## config.mk

```make
export PLATFORM = sky130hd
export DESIGN_NAME = dvl_dot_unit
export DESIGN_NICKNAME = d
export VERILOG_FILES = /design/src/hdl/dvl_pkg.sv /design/src/hdl/dvl_dot_unit.sv
export SDC_FILE = /design/constraint.sdc
export NUM_CORES = 2
export LEC_CHECK = 0
export BUFFER_PORTS_ARGS = -buffer_cell sky130_fd_sc_hd__buf_2
export CAP_MARGIN = 25
export CORE_ASPECT_RATIO = 1.4
export CORE_MARGIN = 2
export CORE_UTILIZATION = 40
export DETAILED_ROUTE_END_ITERATION = 10
export MAX_ROUTING_LAYER = met4
export PLACE_DENSITY = 0.67
export SYNTH_ARGS = -nofsm -noshare
export SYNTH_HDL_FRONTEND = slang
export SYNTH_SLANG_ARGS = --single-unit
```

## constraint.sdc

```tcl
create_clock -name clk_i -period 13.03 [get_ports clk_i]
set_input_delay 0.6515 -clock clk_i [delete_from_list [all_inputs] [get_ports clk_i]]
set_output_delay 0.6515 -clock clk_i [all_outputs]
set_load 0.005 [all_outputs]
```

## src/hdl/dvl_pkg.sv

```systemverilog
// Shared constants, types and lane arithmetic for the directional vertex lighting block.
package dvl_pkg;

  localparam int unsigned LaneW     = 16;
  localparam int unsigned NumLanes  = 4;
  localparam int unsigned RegW      = LaneW * NumLanes;
  localparam int unsigned ByteW     = 8;
  localparam int unsigned ProdW     = 2 * LaneW;
  localparam int unsigned DotShift  = 15;
  localparam int unsigned OutShift  = 4;
  localparam int unsigned CfgIdxW   = 3;

  // Configuration register indexes
  localparam logic [CfgIdxW-1:0] RegNormalBias    = 3'd0;
  localparam logic [CfgIdxW-1:0] RegLightDir      = 3'd1;
  localparam logic [CfgIdxW-1:0] RegAmbient       = 3'd2;
  localparam logic [CfgIdxW-1:0] RegLitColor      = 3'd3;
  localparam logic [CfgIdxW-1:0] RegIncidentColor = 3'd4;
  localparam logic [CfgIdxW-1:0] RegShadeColor    = 3'd5;
  localparam logic [CfgIdxW-1:0] RegBackColor     = 3'd6;

  // Result of the dot stages handed to the color stages
  typedef struct packed {
    logic                    valid;
    logic                    eob;
    logic signed [LaneW-1:0] f;
    logic signed [LaneW-1:0] nf;
  } dot_out_t;

  // Signed 16-bit lane i of a packed 64-bit register
  function automatic logic signed [LaneW-1:0] lane(input logic [RegW-1:0] w, input int i);
    lane = w[LaneW*i +: LaneW];
  endfunction

  // Upper half of the signed 16x16 product
  function automatic logic signed [LaneW-1:0] mulhi(input logic signed [LaneW-1:0] a,
                                                    input logic signed [LaneW-1:0] b);
    logic signed [ProdW-1:0] p;
    p = ProdW'(a) * ProdW'(b);
    mulhi = p[ProdW-1:LaneW];
  endfunction

  // Arithmetic shift by four, clamped to an unsigned byte
  function automatic logic [ByteW-1:0] sat_byte(input logic [LaneW-1:0] v);
    if (v[LaneW-1]) begin
      sat_byte = '0;
    end else if (|v[LaneW-2:OutShift+ByteW]) begin
      sat_byte = '1;
    end else begin
      sat_byte = v[OutShift+ByteW-1:OutShift];
    end
  endfunction

endpackage

```

## src/hdl/dvl_dot_unit.sv

```systemverilog
// Normal expansion, biased dot product with the light direction, and the f / nf factors.
module dvl_dot_unit (
  input  logic                        clk_i,
  input  logic                        rst_ni,
  input  logic                        in_valid_i,
  output logic                        in_stall_o,
  input  logic [31:0]                 normal_word_i,
  input  logic                        end_of_batch_i,
  input  logic [dvl_pkg::RegW-1:0]    normal_bias_i,
  input  logic [dvl_pkg::RegW-1:0]    light_direction_i,
  input  logic                        take_i,
  output dvl_pkg::dot_out_t           dot_o
);

  localparam int unsigned ProdW = dvl_pkg::ProdW;

  logic                                  v1_q, v2_q;
  logic                                  eob1_q, eob2_q;
  logic                                  en1, en2;
  logic signed [dvl_pkg::ProdW-1:0]      prod_d [dvl_pkg::NumLanes];
  logic signed [dvl_pkg::ProdW-1:0]      prod_q [dvl_pkg::NumLanes];
  logic signed [dvl_pkg::LaneW-1:0]      f_d, nf_d, f_q, nf_q;
  logic [dvl_pkg::ProdW-1:0]             sum;
  logic [dvl_pkg::LaneW-1:0]             dbits;

  // Stage advance: a stage moves when empty or when the next one moves
  assign en2        = !v2_q || take_i;
  assign en1        = !v1_q || en2;
  assign in_stall_o = !en1;

  // Stage 1: expand bytes (b*257), subtract bias, multiply by direction
  always_comb begin
    logic [dvl_pkg::LaneW-1:0] n;
    logic [dvl_pkg::ByteW-1:0] b;
    for (int i = 0; i < dvl_pkg::NumLanes; i++) begin
      b         = normal_word_i[dvl_pkg::ByteW*i +: dvl_pkg::ByteW];
      n         = {b, b} - normal_bias_i[dvl_pkg::LaneW*i +: dvl_pkg::LaneW];
      prod_d[i] = ProdW'($signed(n)) * ProdW'(dvl_pkg::lane(light_direction_i, i));
    end
  end

  // Stage 2: pairwise sum, take bits 30..15 as d, derive f and nf
  always_comb begin
    sum   = (prod_q[0] + prod_q[1]) + (prod_q[2] + prod_q[3]);
    dbits = sum[dvl_pkg::DotShift +: dvl_pkg::LaneW];
    f_d   = dbits[dvl_pkg::LaneW-1] ? '0 : $signed(dbits);
    // non-negative dot leaves nf at all ones
    nf_d  = dbits[dvl_pkg::LaneW-1] ? $signed(~dbits) : '1;
  end

  // Valid bits
  always_ff @(posedge clk_i or negedge rst_ni) begin
    if (!rst_ni) begin
      v1_q <= 1'b0;
      v2_q <= 1'b0;
    end else begin
      if (en1) v1_q <= in_valid_i;
      if (en2) v2_q <= v1_q;
    end
  end

  // Payload
  always_ff @(posedge clk_i) begin
    if (en1) begin
      prod_q <= prod_d;
      eob1_q <= end_of_batch_i;
    end
    if (en2) begin
      f_q    <= f_d;
      nf_q   <= nf_d;
      eob2_q <= eob1_q;
    end
  end

  assign dot_o.valid = v2_q;
  assign dot_o.eob   = eob2_q;
  assign dot_o.f     = f_q;
  assign dot_o.nf    = nf_q;

endmodule

```

==> metrics.txt <==
ys async rst share=1.26%; skew final=between 0.01 and 0.015 ns; maxcap violations=0; worst-case reg-to-reg path depth=13; WHS=0.382 ns; register area=4760 um^2; vias in the first global route=approximately 38000; Mapped Area=slightly below 50000 um^2; end of the worst hold path=eob1_q; YS warnings=0; delay-heaviest family, CP=adder cells; syn_nets=slightly below 7000; largest net degree at the start of global routing=70; Max FO, Critical Path=16; Max-slew headroom=33.6%; die area=124000 um^2; Slew Limit Fails=0; Longest Clk Path Bufs=2; Worst Hold Depth=1; global-route wire length before repair=about 190 mm; TritonRoute pass-1 iters=6; CP startpoint kind=input port; Final Critical Period=9.27 ns; reg2reg setup slack=between 8 and 9 ns; crit share post-route=71.1%; initial antenna violation count=7; Data arrival, critical path=9.44 ns; worst setup path class=in2reg; IO Pins=200; port bufs=198; setup repair bufs after CTS=0; post-synthesis adder-cell area fraction=a little under three fifths; Achievable Freq=108 MHz; Post-synth top flop=edfxtp_1; via count=about 34000; total CTS buffers=17; vias per inst=4.95; Final setup viols=0; area occupied by multi-input gates=about 39000 um^2; Seq/Total Area, Yosys=about a tenth; worst r2r src=prod_q[11]; worst slew pin tran=about 0.99 ns; Synth Area in XOR/XNOR=around 4.0%; flop and latch count out of synthesis=about 160; Top cell by count, worst path=fa_1; Hold Path Class=in2reg; setup TNS=0 ns; DR iter-0 viols=1635; DRC Markers=0; total track usage=between 10% and 20%; Vert. Die Dim=~420 um; Starting Density=40.2%; Final Instance Area=between 50000 and 60000 um^2; RSZ-0062 raised after global routing=no; r2r endpoint=nf_q[8]; GP Congestion=~0.88; Max stage delay on crit path=approximately 0.55 ns; Crit-path slowest cell=fa_1; CTS root buf=clkbuf_16; mux cell area share after synthesis=less than 1%; CTS H-tree lvls=4; die width=about 300 um; Buf/Inv on CP=8; WP data required=around 13 ns; status=complete, no violations; Setup crit end kind=flop; share of layout cells above drive strength 1=under 10%; Worst Setup SP=normal_word_i[24]; final hold vios=0; Filler cells=11700; Post-DP HPWL=about 94 mm; Synth Instances=between 5000 and 6000; Post-DRT Antenna Nets=0; compound-cell area share of the yosys netlist=under 10%; Netlist cell types=a little under 80; P&R area growth vs syn=7.34%; Clk pin slew, worst setup/hold paths=roughly 0.070 ns; clock latency at the later pin of the worst-skew pair=between 0.4 and 0.5 ns; DRT Wirelength=112 mm; Remaining Overflow, GRT=0; EDFF count, synth=~160; core region area=121000 um^2; post-synthesis simple-gate area fraction=between 10% and 20%; num rows=151; dpl cell area=51500 um^2; layout net count=between 6000 and 7000; main combinational cell family by area after synthesis=adder cells; CTS tree=built; Mapped Avg Cell Area=9.51 um^2; HP Start=end_of_batch_i; Num Clock Sinks=between 150 and 200; drt wl/cell=16.4 um
[worst max-delay path by stage]
stage | endpoint | slack (ns) | cells after the start
after floorplan | prod_q[125] | 4.20 | 33
after global placement | prod_q[30] | 3.45 | 37
after detailed placement | prod_q[30] | 3.33 | 37
after CTS | prod_q[30] | 3.78 | 37
after global routing | prod_q[30] | 3.32 | 37
final | prod_q[30] | 3.76 | 37
[cell usage in the layout, fill, tap and decap left out, types with 5 or more instances in the layout]
cell type / synthesis / layout
ha_1: 408 / 408
mux2i_1: 5 / 5
or3_1: 12 / 12
nor2_1: 157 / 157
clkbuf_16: 0 / 17
or2_2: 13 / 13
o31a_1: 5 / 5
a211o_1: 6 / 6
inv_1: 1274 / 1274
o21a_1: 27 / 27
o21ai_1: 10 / 10
and2_1: 415 / 415
xor2_1: 58 / 54
xnor2_2: 0 / 19
nand2_1: 572 / 572
xnor2_1: 166 / 147
a31o_2: 6 / 6
edfxtp_1: 157 / 157
a211oi_1: 10 / 10
nor3_1: 28 / 28
a21o_1: 59 / 59
nor4_1: 7 / 7
buf_4: 3 / 47
diode_2: 0 / 7
nand3_1: 31 / 31
a21oi_1: 123 / 122
nand4_1: 10 / 10
buf_2: 4 / 198
o21bai_1: 21 / 21
fa_1: 1087 / 1087
o21ai_0: 48 / 48
and3_1: 16 / 16
o211ai_1: 10 / 10
nor2b_1: 85 / 85
nand2b_1: 51 / 50
a31oi_1: 9 / 9
[cell usage after synthesis, types with 4 or more instances]
cell type	n	area, um^2
a21o_1	59	443
a211oi_1	10	75.1
and4_1	4	35.0
o31a_1	5	43.8
nand4_1	10	62.6
or2_2	13	81.3
a31o_2	6	52.6
ha_1	408	5100
nor3_1	28	140
nor2b_1	85	532
o21bai_1	21	158
inv_1	1274	4780
a31oi_1	9	56.3
o211ai_1	10	75.1
nand2_1	572	2150
o21ai_0	48	240
o21ai_1	10	50.1
fa_1	1087	21800
nor4_1	7	43.8
xor2_1	58	508
and2_1	415	2600
nor2_1	157	589
o21a_1	27	203
mux2i_1	5	50.1
or3_1	12	75.1
a21oi_1	123	616
nand2b_1	51	319
nand3_1	31	155
xnor2_1	166	1450
a221oi_1	4	35.0
a211o_1	6	52.6
and3_1	16	100
buf_2	4	20.0
clkbuf_1	132	495
edfxtp_1	157	4710
[layout make-up]
cell class | count | share of cell area [%]
clock buffers | 17 | 0.817
flip-flops and latches | 159 | 9.15
well taps | 1606 | 3.86
inverters | 1275 | 9.19
clock inverters | 15 | 0.250
diodes | 7 | 0.0336
multi-input cells | 3522 | 74.1
repair buffers | 246 | 2.60
[repair_timing]
action                                 CTS  global route
resized for setup                        0             0
setup endpoints to repair                0             0
endpoints found under the hold margin    2             0
hold buffers                             1             0
[layer usage]
metal | global-route usage [%] | wire length, um
met5 | - | 0
met1 | 22.5 | 41900
met4 | 8.24 | 5580
met3 | 1.87 | 5250
met2 | 35.0 | 59800
[metrics by stage]
| step | std cells | utilization, % | setup slack, ns |
|---|---|---|---|
| CTS | 6840 | 43.1 | 3.78 |
| finish | 6847 | 43.1 | 3.76 |
| detailed placement | 6807 | 42.6 | 3.33 |
| global placement | 6807 | 42.6 | 3.45 |
| floorplan | 5098 | - | 4.20 |
| global route | 6846 | 43.1 | 3.32 |
[state kept, by name (all words and copies together) (netlist names)]
signal	cells
prod_q	124
nf_q	16
f_q	15
eob1_q	1
eob2_q	1
v1_q	1
v2_q	1
[logic make-up (layout without fill, tap and decap cells)]
family / after synthesis / after routing
adders and majority gates: 1495 / 1495
buffers and inverters: 1417 / 1553
and+or+nand+nor: 1412 / 1412
AOI/OAI and AO/OA: 385 / 385
xor gates and xnor gates: 224 / 224
DFF: 159 / 159
muxes: 5 / 5
other: 1 / 8
[worst register-to-register path, cell delays in order, from the launching register on]
cell and delay (ns):
edfxtp_1 0.45, fa_1 0.59, fa_1 0.44, ha_1 0.34
a211o_1 0.32, o221a_2 0.30, and3_1 0.17, a21oi_1 0.33
and3b_1 0.30, o211ai_1 0.16, a31oi_1 0.29, xor2_2 0.16
buf_4 0.33, nand2b_1 0.14
Power is not shown: default switching activity piles up to over one toggle a cycle in this logic, so the estimate is an artifact.
